[config.mk]
export PLATFORM = sky130hd
export DESIGN_NAME = self_organizing_list
export DESIGN_NICKNAME = d
export VERILOG_FILES = /design/src/sv/sol_pkg.sv /design/src/sv/sol_cell.sv /design/src/sv/self_organizing_list.sv
export SDC_FILE = /design/constraint.sdc
export NUM_CORES = 2
export LEC_CHECK = 0
export BUFFER_PORTS_ARGS = -buffer_cell sky130_fd_sc_hd__buf_2
export CORE_MARGIN = 2
export CORE_UTILIZATION = 30
export DETAILED_ROUTE_END_ITERATION = 6
export GPL_TIMING_DRIVEN = 0
export SYNTH_ARGS = -nofsm -noshare
export SYNTH_HDL_FRONTEND = slang
export SYNTH_SLANG_ARGS = --single-unit
export TNS_END_PERCENT = 10
[constraint.sdc]
create_clock -name i_clk -period 15.7 [get_ports i_clk]
set_clock_uncertainty 0.2 [all_clocks]
set_input_delay 1.57 -clock i_clk [delete_from_list [all_inputs] [get_ports i_clk]]
set_output_delay 1.57 -clock i_clk [all_outputs]
set_load 0.02 [all_outputs]
[src/sv/sol_pkg.sv]
// ----------------------------------------------------------------------------
// self-organizing list package
// shared widths, operation / status / policy codes, register map and the cell control bundle
// ----------------------------------------------------------------------------
`default_nettype none

package sol_pkg;

    localparam int KEY_W      = 32;
    localparam int STATUS_W   = 2;
    localparam int POS_W      = 4;
    localparam int ENTRIES_W  = 5;
    localparam int POLICY_W   = 2;
    localparam int PADDR_W    = 3;
    localparam int PDATA_W    = 32;

    // operation carried in tuser
    localparam logic OP_INSERT = 1'b0;
    localparam logic OP_SEARCH = 1'b1;

    // result status
    localparam logic [STATUS_W-1:0] ST_DONE = 2'd0;
    localparam logic [STATUS_W-1:0] ST_MISS = 2'd1;
    localparam logic [STATUS_W-1:0] ST_FULL = 2'd2;

    // reorder policy
    localparam logic [POLICY_W-1:0] POL_MTF       = 2'd0;
    localparam logic [POLICY_W-1:0] POL_TRANSPOSE = 2'd1;
    localparam logic [POLICY_W-1:0] POL_COUNT     = 2'd2;

    // register map
    localparam logic [PADDR_W-1:0] REG_POLICY_ADDR = 3'd0;

    // per-cell update command
    typedef struct packed {
        logic load;        // take the broadcast entry
        logic take_left;   // take the entry of the cell one place toward the head
        logic take_right;  // take the entry of the cell one place toward the tail
    } t_cell_ctrl;

endpackage

`default_nettype wire

[src/sv/sol_cell.sv]
// ----------------------------------------------------------------------------
// self-organizing list cell
// holds one key and its hit count, compares against the broadcast key and count
// ----------------------------------------------------------------------------
`default_nettype none

module sol_cell
    import sol_pkg::*;
#(
    parameter int COUNT_WIDTH = 16
) (
    input  wire                    i_clk,
    input  wire  t_cell_ctrl       i_ctrl,
    input  wire                    i_valid,
    input  wire  [KEY_W-1:0]       i_cmp_key,
    input  wire  [COUNT_WIDTH-1:0] i_thresh,
    input  wire  [KEY_W-1:0]       i_load_key,
    input  wire  [COUNT_WIDTH-1:0] i_load_count,
    input  wire  [KEY_W-1:0]       i_left_key,
    input  wire  [COUNT_WIDTH-1:0] i_left_count,
    input  wire  [KEY_W-1:0]       i_right_key,
    input  wire  [COUNT_WIDTH-1:0] i_right_count,
    output logic [KEY_W-1:0]       o_key,
    output logic [COUNT_WIDTH-1:0] o_count,
    output logic                   o_match,
    output logic                   o_qual
);

    logic [KEY_W-1:0]       r_key;
    logic [COUNT_WIDTH-1:0] r_count;

    always_ff @(posedge i_clk) begin
        if (i_ctrl.load) begin
            r_key   <= i_load_key;
            r_count <= i_load_count;
        end else if (i_ctrl.take_left) begin
            r_key   <= i_left_key;
            r_count <= i_left_count;
        end else if (i_ctrl.take_right) begin
            r_key   <= i_right_key;
            r_count <= i_right_count;
        end
    end

    assign o_key   = r_key;
    assign o_count = r_count;
    assign o_match = i_valid && (r_key == i_cmp_key);
    assign o_qual  = i_valid && (r_count <= i_thresh);

endmodule

`default_nettype wire

[src/sv/self_organizing_list.sv]
// ----------------------------------------------------------------------------
// self-organizing list
// ordered key table with move-to-front, transpose and frequency-count reorder
// ----------------------------------------------------------------------------
// an accepted input beat is captured with its first-match vector; the result beat
//   is registered in the reorder state
// no input beat is taken in the reorder state; the key compare across all cells takes
//   the accept cycle, the shift / swap of neighboring cells takes the next one
// a result that is not taken holds off the next input beat; the edge that
//   drains the result may accept the next beat
// reset (synchronous, active low) empties the table, sets policy to
//   move-to-front and drops the output beat; cell contents are not cleared
`default_nettype none

module self_organizing_list
    import sol_pkg::*;
#(
    parameter int TABLE_DEPTH = 16,
    parameter int COUNT_WIDTH = 16
) (
    input  wire                  i_clk,
    input  wire                  i_rst_n,
    // input stream
    input  wire                  s_axis_tvalid,
    output logic                 s_axis_tready,
    input  wire  [KEY_W-1:0]     s_axis_tdata,   // [31:0] key
    input  wire                  s_axis_tuser,   // [0] operation
    // result stream
    output logic                 m_axis_tvalid,
    input  wire                  m_axis_tready,
    output logic [15:0]          m_axis_tdata,   // [1:0] status, [5:2] found_position,
                                                 // [10:6] entry_count, [15:11] zero
    // configuration
    input  wire                  psel,
    input  wire                  penable,
    input  wire                  pwrite,
    input  wire  [PADDR_W-1:0]   paddr,
    input  wire  [PDATA_W-1:0]   pwdata,
    output logic [PDATA_W-1:0]   prdata,
    output logic                 pready
);

    localparam int N  = TABLE_DEPTH;
    localparam int OW = $clog2(TABLE_DEPTH + 1);
    localparam logic [COUNT_WIDTH-1:0] COUNT_MAX = '1;

    typedef enum logic [1:0] {
        S_IDLE = 2'b01,
        S_UPD  = 2'b10
    } t_state;

    // control state
    t_state                r_state, n_state;
    logic [OW-1:0]         r_occ, n_occ;
    logic [POLICY_W-1:0]   r_policy;
    logic                  r_ovalid, n_ovalid;

    // item held between the compare and the reorder cycle
    logic                  r_op;
    logic [KEY_W-1:0]      r_key;
    logic [N-1:0]          r_hit;      // one-hot first match, zero on miss

    // result register
    logic [STATUS_W-1:0]   r_status, n_status;
    logic [POS_W-1:0]      r_pos, n_pos;
    logic [ENTRIES_W-1:0]  r_entries, n_entries;

    // cell row
    logic [KEY_W-1:0]       w_key [N];
    logic [COUNT_WIDTH-1:0] w_cnt [N];
    t_cell_ctrl             w_ctrl [N];
    logic [N-1:0]           w_valid, w_match, w_qual, w_first_hit;

    // reorder decode
    logic                   w_in_acc, w_upd, w_full, w_any_hit;
    logic                   w_ins_go, w_move;
    logic [COUNT_WIDTH-1:0] w_hit_cnt, w_new_cnt, w_load_cnt;
    logic [POS_W-1:0]       w_pos;
    logic [N-1:0]           w_cand, w_first_q, w_blw_p, w_abv_p;
    logic [N-1:0]           w_tgt, w_tgt_cnt, w_blw_t, w_abv_t;
    logic                   w_no_q;

    // ------------------------------------------------------------------------
    // configuration port: single policy register, no wait states
    // ------------------------------------------------------------------------
    assign pready = 1'b1;

    always_ff @(posedge i_clk) begin
        if (!i_rst_n) begin
            r_policy <= POL_MTF;
        end else if (psel && penable && pwrite && pready && (paddr == REG_POLICY_ADDR)) begin
            r_policy <= pwdata[POLICY_W-1:0];
        end
    end

    assign prdata = (paddr == REG_POLICY_ADDR) ? PDATA_W'(r_policy) : '0;

    // ------------------------------------------------------------------------
    // handshake and sequencing
    // a beat is taken only when the result register will be free by the
    // reorder cycle: empty now, or drained at this same edge
    // ------------------------------------------------------------------------
    assign s_axis_tready = (r_state == S_IDLE) && (!r_ovalid || m_axis_tready);
    assign w_in_acc      = s_axis_tvalid && s_axis_tready;
    assign w_upd         = (r_state == S_UPD);

    always_comb begin
        n_state = r_state;
        unique case (r_state)
            S_IDLE: begin
                if (w_in_acc) n_state = S_UPD;
            end
            S_UPD: begin
                n_state = S_IDLE;
            end
            default: n_state = S_IDLE;
        endcase
    end

    always_ff @(posedge i_clk) begin
        if (!i_rst_n) begin
            r_state  <= S_IDLE;
            r_occ    <= '0;
            r_ovalid <= 1'b0;
        end else begin
            r_state  <= n_state;
            r_occ    <= n_occ;
            r_ovalid <= n_ovalid;
        end
    end

    // capture the beat together with the first-match vector of the cells
    always_ff @(posedge i_clk) begin
        if (w_in_acc) begin
            r_op  <= s_axis_tuser;
            r_key <= s_axis_tdata;
            r_hit <= w_first_hit;
        end
    end

    // ------------------------------------------------------------------------
    // hit entry: position, count and saturated new count
    // ------------------------------------------------------------------------
    assign w_any_hit = |r_hit;
    assign w_full    = (r_occ == OW'(TABLE_DEPTH));

    always_comb begin
        w_hit_cnt = '0;
        w_pos     = '0;
        for (int i = 0; i < N; i++) begin
            w_hit_cnt = w_hit_cnt | (w_cnt[i] & {COUNT_WIDTH{r_hit[i]}});
            w_pos     = w_pos | (POS_W'(i) & {POS_W{r_hit[i]}});
        end
    end

    assign w_new_cnt = (w_hit_cnt == COUNT_MAX) ? w_hit_cnt : w_hit_cnt + 1'b1;

    assign w_ins_go = w_upd && (r_op == OP_INSERT) && !w_full;
    assign w_move   = w_upd && (r_op == OP_SEARCH) && w_any_hit;

    assign w_load_cnt = (r_op == OP_INSERT)       ? '0        :
                        (r_policy == POL_COUNT)   ? w_new_cnt : w_hit_cnt;

    // ------------------------------------------------------------------------
    // target place of the hit entry
    // count mode: first other valid cell whose count does not exceed the new
    // count; a cell behind the hit entry maps one place toward the head since
    // the entry itself has been taken out; none found keeps the old place
    // ------------------------------------------------------------------------
    assign w_cand = w_qual & ~r_hit;
    assign w_no_q = ~|w_cand;

    assign w_tgt_cnt = (w_first_q & w_blw_p)
                     | ((w_first_q >> 1) & ~w_blw_p)
                     | ({N{w_no_q}} & r_hit);

    always_comb begin
        case (r_policy)
            POL_MTF:       w_tgt = N'(1);
            POL_TRANSPOSE: w_tgt = (r_hit >> 1) | (r_hit & N'(1));
            POL_COUNT:     w_tgt = w_tgt_cnt;
            default:       w_tgt = '0;  // unused code: find and report only
        endcase
    end

    // ------------------------------------------------------------------------
    // cell row: each cell compares, then loads, shifts or holds
    // toward the head of the hit entry (target before it): cells in
    // (target, hit] take from the left; target behind it: cells in
    // [hit, target) take from the right; an insert shifts the whole row
    // ------------------------------------------------------------------------
    for (genvar g = 0; g < N; g++) begin : g_cell
        localparam logic [N-1:0] LO = (N'(1) << g) - N'(1);
        localparam logic [N-1:0] HI = ~(LO | (N'(1) << g));

        logic [KEY_W-1:0]       w_lkey, w_rkey;
        logic [COUNT_WIDTH-1:0] w_lcnt, w_rcnt;

        assign w_valid[g]     = (OW'(g) < r_occ);
        assign w_first_hit[g] = w_match[g] & ~|(w_match & LO);
        assign w_first_q[g]   = w_cand[g] & ~|(w_cand & LO);
        assign w_blw_p[g]     = |(r_hit & HI);
        assign w_abv_p[g]     = |(r_hit & LO);
        assign w_blw_t[g]     = |(w_tgt & HI);
        assign w_abv_t[g]     = |(w_tgt & LO);

        assign w_ctrl[g].load       = w_ins_go ? (g == 0) : (w_move & w_tgt[g]);
        assign w_ctrl[g].take_left  = w_ins_go ? (g != 0)
                                               : (w_move & w_abv_t[g] & ~w_abv_p[g]);
        assign w_ctrl[g].take_right = !w_ins_go && w_move && !w_blw_p[g] && w_blw_t[g];

        if (g == 0) begin : g_head
            assign w_lkey = r_key;
            assign w_lcnt = w_load_cnt;
        end else begin : g_mid_l
            assign w_lkey = w_key[g-1];
            assign w_lcnt = w_cnt[g-1];
        end

        if (g == N - 1) begin : g_tail
            assign w_rkey = w_key[g];
            assign w_rcnt = w_cnt[g];
        end else begin : g_mid_r
            assign w_rkey = w_key[g+1];
            assign w_rcnt = w_cnt[g+1];
        end

        sol_cell #(
            .COUNT_WIDTH (COUNT_WIDTH)
        ) u_cell (
            .i_clk         (i_clk),
            .i_ctrl        (w_ctrl[g]),
            .i_valid       (w_valid[g]),
            .i_cmp_key     (s_axis_tdata),
            .i_thresh      (w_new_cnt),
            .i_load_key    (r_key),
            .i_load_count  (w_load_cnt),
            .i_left_key    (w_lkey),
            .i_left_count  (w_lcnt),
            .i_right_key   (w_rkey),
            .i_right_count (w_rcnt),
            .o_key         (w_key[g]),
            .o_count       (w_cnt[g]),
            .o_match       (w_match[g]),
            .o_qual        (w_qual[g])
        );
    end

    // ------------------------------------------------------------------------
    // occupancy and result beat
    // ------------------------------------------------------------------------
    assign n_occ = w_ins_go ? r_occ + 1'b1 : r_occ;

    always_comb begin
        if (r_op == OP_INSERT) begin
            n_status = w_full ? ST_FULL : ST_DONE;
            n_pos    = '0;
        end else begin
            n_status = w_any_hit ? ST_DONE : ST_MISS;
            n_pos    = w_any_hit ? w_pos : '0;
        end
        n_entries = ENTRIES_W'(n_occ);
    end

    always_comb begin
        n_ovalid = r_ovalid;
        if (w_upd) begin
            n_ovalid = 1'b1;
        end else if (m_axis_tready) begin
            n_ovalid = 1'b0;
        end
    end

    always_ff @(posedge i_clk) begin
        if (w_upd) begin
            r_status  <= n_status;
            r_pos     <= n_pos;
            r_entries <= n_entries;
        end
    end

    assign m_axis_tvalid = r_ovalid;
    assign m_axis_tdata  = {5'd0, r_entries, r_pos, r_status};

    // ------------------------------------------------------------------------
    // checks
    // ------------------------------------------------------------------------
    a_occ_bound: assert property (@(posedge i_clk) disable iff (!i_rst_n)
        r_occ <= OW'(TABLE_DEPTH))
        else $error("occupancy beyond table depth");

    a_single_hit: assert property (@(posedge i_clk) disable iff (!i_rst_n)
        (r_state == S_UPD) |-> $onehot0(r_hit))
        else $error("more than one first-match cell");

    a_result_due: assert property (@(posedge i_clk) disable iff (!i_rst_n)
        (s_axis_tvalid && s_axis_tready) |=> ##1 m_axis_tvalid)
        else $error("no result beat two cycles after accept");

endmodule

`default_nettype wire
# [After elaboration in Yosys (flattened, before gate mapping)]
# Cells that the tools add are included.
[totals] reg_bits=838 in_bits=75 output_inout_bits=51 wordCells=606
[op_classes] n_addsub=2 magnitude_cmp=32 n_eq_ne=22 muxes=134 n_bitwise=145 n_reduce_logical=229
[op_table] operator="$mux 32" count=46
[op_table] operator="$mux 16" count=49
[op_table] operator="$eq 32x32->1" count=16
[op_table] operator="$and 16x16->16" count=18
[op_table] operator="$or 16x16->16" count=17
[op_table] operator="$le 16x16->1" count=16
[op_table] operator="$reduce_or 15->1" count=6
[op_table] operator="$reduce_or 14->1" count=6
[op_table] operator="$reduce_or 13->1" count=6
[op_table] operator="$and 1x1->1" count=75
[op_table] operator="$logic_and 1x1->1" count=72
[op_table] operator="$reduce_or 12->1" count=6
[op_table] operator="$reduce_or 11->1" count=6
[op_table] operator="$reduce_or 10->1" count=6
[op_table] operator="$reduce_or 9->1" count=6
[op_table] operator="$logic_not 1->1" count=49
[op_table] operator="$pmux 16 s3" count=1
[op_table] operator="$reduce_or 8->1" count=6
[op_table] operator="$reduce_bool 3->1" count=14
[op_table] operator="$reduce_or 7->1" count=6
[op_table] operator="$lt 4x5->1 const A" count=8
[op_table] operator="$reduce_or 6->1" count=6
[op_table] operator="$mux 1" count=34
[op_table] operator="$reduce_or 16->1" count=2
[op_table] operator="other kinds (32)" count=87

# [Depth between registers and ports, before layout]
[depth] ltp_word=34 mapped_depth=39

# [Cells and area by module]
# Synthesis repeated with hierarchy kept, for this count alone.
[unflattened] cells_unflattened=5762 hier_area_um2=58397.3
[by_module_without_submodules] module="sol_cell at g_cell[13].u_cell ..." n_inst=12 cells_per_inst=311 area_each_um2=3231.8
[by_module_without_submodules] module="sol_cell at g_cell[0].u_cell ..." n_inst=4 cells_per_inst=311 area_each_um2=3216.8
[by_module_without_submodules] module="self_organizing_list" n_inst=1 cells_per_inst=786 area_each_um2=6747.7

# [Least setup slack after synthesis]
# OpenSTA, ideal clock, no wires.
[synth_timing] path_kind="reg-to-reg" start="register r_hit[0]" end="register g_cell[7].u_cell.r_count[0] (enable)" setup_ns=0.620 t_arrival_ns=12.904 path_slack_ns=1.976 stages_incl_launch_ff=36 n_path_buf=5 synth_period_minus_slack_ns=13.724 cell_sequence="edfxtp_1 -> buf_4 -> buf_2 -> a22o_1 -> a221oi_1 -> nand3_1 -> nor2_1 -> inv_1 -> ha_1 -> or3b_1 -> buf_2 -> nor2_4 -> clkbuf_1 -> nand2_1 -> nand2_1 -> or4_1 -> nor4_1 -> xor2_1 -> ha_1 -> nand2_1 -> nor2_1 -> and3_1 -> nand2b_1 -> or4_1 -> mux2_2 -> a22oi_1 -> o32ai_4 -> nor2_2 -> nor4b_4 -> buf_4 -> nand3_1 -> o2111ai_1 -> nor4_1 -> nand2_1 -> nor2_1 -> o311ai_0"
[synth_via] elab_chain_cells=33 elab_cells_between_ends=121
[synth_lines] element="start, declared" line="self_organizing_list.sv:61" rtl="logic [N-1:0] r_hit;"
[synth_lines] element="start signal, assigned" line="self_organizing_list.sv:137" rtl="r_hit <= w_first_hit;"
[synth_lines] element="$and 16x16->16" line="self_organizing_list.sv:151" rtl="w_hit_cnt = w_hit_cnt | (w_cnt[i] & {COUNT_WIDTH{r_hit[i]}});"
[synth_lines] element="$or 16x16->16 (15 in a row)" line="self_organizing_list.sv:151"
[synth_lines] element="$add 16x1->16 or $eq 16x16->1 (tied branches)" line="self_organizing_list.sv:156" rtl="assign w_new_cnt = (w_hit_cnt == COUNT_MAX) ? w_hit_cnt : w_hit_cnt + 1'b1;"
[synth_lines] element="$mux 16" line="self_organizing_list.sv:156"
[synth_lines] element="$le 16x16->1" line="sol_cell.sv:48" rtl="assign o_qual = i_valid && (r_count <= i_thresh);"
[synth_lines] element="$logic_and 1x1->1" line="sol_cell.sv:48"
[synth_lines] element="$and 16x16->16" line="self_organizing_list.sv:170" rtl="assign w_cand = w_qual & ~r_hit;"
[synth_lines] element="$reduce_or 7->1 (tied with other cells)" line="self_organizing_list.sv:201" rtl="assign w_first_q[g] = w_cand[g] & ~|(w_cand & LO);"
[synth_lines] element="(+2 left out)"
[synth_lines] element="$and 15x16->16 or $and 16x15->16 (tied branches)" line="self_organizing_list.sv:174, self_organizing_list.sv:173"
[synth_lines] element="$or 16x16->16" line="self_organizing_list.sv:174" rtl="| ((w_first_q >> 1) & ~w_blw_p)"
[synth_lines] element="$or 16x16->16" line="self_organizing_list.sv:175" rtl="| ({N{w_no_q}} & r_hit);"
[synth_lines] element="$pmux 16 s3" line="self_organizing_list.sv:178" rtl="case (r_policy)"
[synth_lines] element="$reduce_or 7->1" line="self_organizing_list.sv:205" rtl="assign w_abv_t[g] = |(w_tgt & LO);"
[synth_lines] element="$and 1x1->1 (2 in a row)" line="self_organizing_list.sv:209" rtl=": (w_move & w_abv_t[g] & ~w_abv_p[g]);"
[synth_lines] element="$mux 1" line="self_organizing_list.sv:208" rtl="assign w_ctrl[g].take_left = w_ins_go ? (g != 0)"
[synth_lines] element="$reduce_bool 3->1 (no line) *"
[synth_lines] element="end signal, assigned" line="sol_cell.sv:35" rtl="r_count <= i_load_count;"
[synth_lines] element="end signal, assigned" line="sol_cell.sv:38" rtl="r_count <= i_left_count;"
[synth_lines] element="end signal, assigned" line="sol_cell.sv:41" rtl="r_count <= i_right_count;"
[synth_lines] element="end, declared" line="sol_cell.sv:30" rtl="logic [COUNT_WIDTH-1:0] r_count;"
# Every way passes the cells marked *; elsewhere a longest branch is shown, timed or not.
# A chain may end at the register's enable or synchronous reset.

# [Worst setup path after layout]
[layout_timing] start="register r_hit[1]" end="register g_cell[15].u_cell.r_key[13] (enable)"
[layout_via] elab_chain_cells=33 elab_cells_between_ends=119
[layout_lines] element="$and 16x16->16" line="self_organizing_list.sv:151"
[layout_lines] element="$or 16x16->16 (15 in a row)" line="self_organizing_list.sv:151"
[layout_lines] element="$add 16x1->16 or $eq 16x16->1 (tied branches)" line="self_organizing_list.sv:156"
[layout_lines] element="$mux 16" line="self_organizing_list.sv:156"
[layout_lines] element="$le 16x16->1" line="sol_cell.sv:48"
[layout_lines] element="$logic_and 1x1->1" line="sol_cell.sv:48"
[layout_lines] element="$and 16x16->16" line="self_organizing_list.sv:170"
[layout_lines] element="$reduce_or 15->1 (tied with other cells)" line="self_organizing_list.sv:201"
[layout_lines] element="(+2 left out)"
[layout_lines] element="$and 15x16->16 or $and 16x15->16 (tied branches)" line="self_organizing_list.sv:174, self_organizing_list.sv:173"
[layout_lines] element="$or 16x16->16" line="self_organizing_list.sv:174"
[layout_lines] element="$or 16x16->16" line="self_organizing_list.sv:175"
[layout_lines] element="$pmux 16 s3" line="self_organizing_list.sv:178"
[layout_lines] element="$reduce_or 15->1" line="self_organizing_list.sv:205"
[layout_lines] element="$and 1x1->1 (2 in a row)" line="self_organizing_list.sv:209"
[layout_lines] element="$mux 1" line="self_organizing_list.sv:208"
[layout_lines] element="$reduce_bool 2->1 (no line) *"
[layout_lines] element="end signal, assigned" line="sol_cell.sv:34" rtl="r_key <= i_load_key;"
[layout_lines] element="end signal, assigned" line="sol_cell.sv:37" rtl="r_key <= i_left_key;"
[layout_lines] element="end signal, assigned" line="sol_cell.sv:40" rtl="r_key <= i_right_key;"
[layout_lines] element="end, declared" line="sol_cell.sv:29" rtl="logic [KEY_W-1:0] r_key;"
# Marked as above.

==> flow_metrics.tcl <==
set metrics [dict create \
    timing.rr.end "g_cell[15].u_cell.o_key[13]$_DFFE_PP_" \
    r2r_setup_slack_ns 0.05 \
    die_x_um 459 \
    syn2layout_area_growth_pct 13.8 \
    grt_usage_pct 33.7 \
    crit_arrival_ns 15.93 \
    synth_cell_type_count 110 \
    netlist_instances 6672 \
    fp.dieArea_um2 211000 \
    hp-class "register to register" \
    crit_required_ns 15.97 \
    dp_hpwl_um 297000 \
    cp_max_fo 33 \
    finalWorstSetupSlack_ns 0.0463 \
    antenna_found_initial 28 \
    grt_max_degree 50 \
    wl_per_cell_um 37.9 \
    synthXorXnorAreaFrac_pct 7.76 \
    finalSetupViolations 0 \
    fin_crit_sh_pct 99.7 \
    clock_sinks 838 \
    ff2ff_path_depth 39 \
    synth_compound_area_share_pct 18.9 \
    yosysSeqAreaShare_pct 40.3 \
    ys_async_sr_fraction_pct 0 \
    post_cts_buffers 0 \
    pin_count 126 \
    p_per_area_nw_per_um2 83.2 \
    ys.flop_type "edfxtp_1" \
    endpoint "g_cell[15].u_cell.o_key[13]$_DFFE_PP_" \
    crit_family "simple AND/OR/NAND/NOR gates" \
    num_rows 167 \
    synth_fa_ha_area_share_pct 4.57 \
    wirelength_um 370000 \
    synth_top_family_by_area "compound AO/OA/AOI/OAI gates" \
    syn_area_um2 62200 \
    violations "DRC, capacitance limit, slew limit" \
    max-slew-margin-rel_pct -7.51 \
    yosys_register_bits 838 \
    crit_slowest_cell "a311oi_1" \
    p_leak_nw 24.8 \
    synth_area_leader_cell "edfxtp_1" \
    core_um2 207000 \
    path_depth 39 \
    num_vias 63300 \
    grt_pass1_wl_um 495000 \
    start_kind "register" \
    cpPeakStageDelay_ns 1.07 \
    gp_congestion 1.08 \
    power_mw 5.89 \
    r2r-start "r_hit[1]$_DFFE_PP_" \
    crit_top_cell "nand2_1" \
    cts_root_buffer "clkbuf_16" \
    drc 7 \
    synthSimpleGateAreaFrac_pct 17.7 \
    io_buffers 59 \
    clock_tree.buffer_depth 3 \
    layout_min_cycle_time_ns 15.65 \
    nFillCells 21200 \
    hold_viol 0 \
    path_clk_slew_ns 0.07 \
    worstSetupStartpoint "r_hit[1]$_DFFE_PP_" \
    synth_warnings 0 \
    synth_top_area_share_pct 40.0 \
    htree_num_levels 3 \
    muxShareOfSynthArea_pct 5.74 \
    fp.dieH_um 459 \
    endpoint_kind "register" \
    start_util_pct 30.1 \
    grt_pass1_vias 57800 \
    synth_edf_count 828 \
    cp.buffers_inverters 11 \
    pre_cts_ws_ns 0.833 \
    slew_viol_final 12 \
    max_freq_mhz 63.9 \
    cts_tree "built" \
    finalNetCount 7248 \
    drt-initial-drc-count 10700 \
    drive_gt1_share_pct 9.90 \
    first_pass_iters 7 \
    maxCapViolations 5 \
    rsz0062_at_grt "no" \
    postRouteAntennaNets 0 \
    vdd_drop_max_mv 0.0833 \
    clk_latency_ns 0.82 \
    avgSynthCellArea_um2 9.32 \
    grt_remaining_overflow 0 \
    tightest_slew_ns 1.61 \
    vias_per_cell 6.50 \
    fin_util_pct 34.3 \
    status "finished, violations left" \
    synth_area_leaders "edfxtp_1 (40%), xor2_1 (5.2%), ha_1 (4.6%)" \
    critical_path_class "register to register" \
    cts-hold-fix-buffers 0 \
    cts-resized-gates 0 \
    cts_buffers 105 \
]
-- registers in the layout, indices dropped and copies added, names as in the netlist, 2 cells and up --
signal,flops
g_cell.u_cell.o_count,256
g_cell.u_cell.o_key,512
g_cell.w_lkey,32
r_entries,5
r_hit,16
r_occ,5
r_policy,2
r_pos,4
r_state,2
r_status,2
-- cells by family (layout without fill, tap and decap cells) --
kind of cell | Yosys count | after routing
AND/OR/NAND/NOR | 2245 | 2245
AO/OA/AOI/OAI | 1741 | 1741
flip-flops | 838 | 838
buffers and inverters | 725 | 1052
XOR/XNOR | 551 | 551
multiplexers | 343 | 343
adder cells (fa/ha/maj) | 227 | 227
other | 2 | 45
-- placed cells by master (no fill, tap or decap), types with 36 or more instances in the layout --
master | synthesis | routed
a21o_1 | 43 | 43
a21oi_1 | 420 | 415
a221oi_1 | 56 | 56
a22o_1 | 53 | 53
a22oi_1 | 68 | 68
a31oi_1 | 81 | 78
buf_1 | 43 | 43
buf_2 | 73 | 132
buf_4 | 46 | 80
clkbuf_1 | 479 | 490
clkbuf_16 | 0 | 107
conb_1 | 2 | 36
edfxtp_1 | 828 | 828
ha_1 | 227 | 227
inv_1 | 64 | 64
mux2_2 | 92 | 92
mux2i_1 | 241 | 239
nand2_1 | 438 | 437
nand2b_1 | 39 | 39
nand3_1 | 64 | 62
nand4_1 | 93 | 93
nor2_1 | 601 | 600
nor3_1 | 519 | 517
nor4_1 | 206 | 205
o21a_1 | 54 | 54
o21ai_0 | 423 | 421
o221a_1 | 38 | 38
o221a_2 | 59 | 59
o221ai_1 | 56 | 55
o22ai_1 | 159 | 159
or3_1 | 85 | 85
xnor2_1 | 181 | 175
xor2_1 | 370 | 368
-- synth_stat cells (all sizes together), types with 15 or more instances --
cell / instances
a2111oi: 37
a211oi: 27
a21o: 43
a21oi: 421
a221oi: 56
a22o: 54
a22oi: 68
a31oi: 84
and2: 30
and4: 30
buf: 178
clkbuf: 483
edfxtp: 828
ha: 227
inv: 64
mux2: 102
mux2i: 241
nand2: 438
nand2b: 39
nand3: 65
nand4: 94
nor2: 603
nor2b: 33
nor3: 522
nor4: 209
o211ai: 15
o21a: 54
o21ai: 428
o221a: 97
o221ai: 66
o22ai: 159
o311a: 32
or2: 21
or3: 85
or4: 32
xnor2: 181
xor2: 370
-- layer usage --
layer	vias up	GRT usage [%]	part of all wire [%]	wire [um]
li1	25900	-	-	-
met1	31500	44.2	39	146000
met2	4894	49.3	42	154000
met3	1015	8.59	11	41700
met4	18	20.8	7.5	27800
met5	-	0	0.029	107
-- worst min path at each step --
stage | startpoint | endpoint | slack, ns | depth (start not counted)
finish | m_axis_tvalid$_SDFFE_PN0P_ | m_axis_tvalid$_SDFFE_PN0P_ | 0.43 | 2
global route | g_cell[1].u_cell.o_key[18]$_DFFE_PP_ | g_cell[0].u_cell.o_key[18]$_DFFE_PP_ | 0.46 | 1
CTS | m_axis_tvalid$_SDFFE_PN0P_ | m_axis_tvalid$_SDFFE_PN0P_ | 0.44 | 2
detailed placement | g_cell[1].u_cell.o_key[3]$_DFFE_PP_ | g_cell[0].u_cell.o_key[3]$_DFFE_PP_ | 0.43 | 1
global placement | r_state[1]$_SDFFE_PN0P_ | r_state[1]$_SDFFE_PN0P_ | 0.41 | 2
floorplan | r_policy[1]$_SDFFE_PN0P_ | r_policy[1]$_SDFFE_PN0P_ | 0.35 | 2
-- where the power goes --
group / internal, mW / switching (mW) / total (mW)
clock network: 1.44 / 1.15 / 2.58
logic: 0.229 / 0.540 / 0.769
registers: 2.47 / 0.0699 / 2.54
-- area by class of cell --
type	instances	area (um^2)	share of cell area [%]
clock buffers	122	2750	3.89
repair buffers	133	1280	1.80
diodes	9	22.5	0.0318
well taps	2704	3380	4.78
clock inverters	72	717	1.01
flip-flops and latches	838	25100	35.4
plain buffers	661	2870	4.06
multi-input cells	5143	34500	48.7
inverters	64	240	0.339
-- worst register-to-register path: cells and delay by family, from the launching register on --
kind                       cells  cell delay (ns)
and+or+nand+nor               19             6.07
buffers and inverters         11             4.27
AOI/OAI and AO/OA              6             3.10
xor gates and xnor gates       1             0.67
adders and majority gates      2             0.58
DFF                            1             0.37
-- through the flow --
| step | instance area [um^2] | cells | hold slack [ns] | setup TNS (ns) |
|---|---|---|---|---|
| after floorplan | 62300 | 6706 | 0.355 | 0 |
| after global placement | 66000 | 9469 | 0.411 | -3120.72 |
| after detailed placement | 67300 | 9543 | 0.426 | 0 |
| after CTS | 70800 | 9737 | 0.439 | 0 |
| after global routing | 70800 | 9738 | 0.458 | 0 |
| final | 70800 | 9746 | 0.435 | 0 |
(Power assumes the default switching activity.)
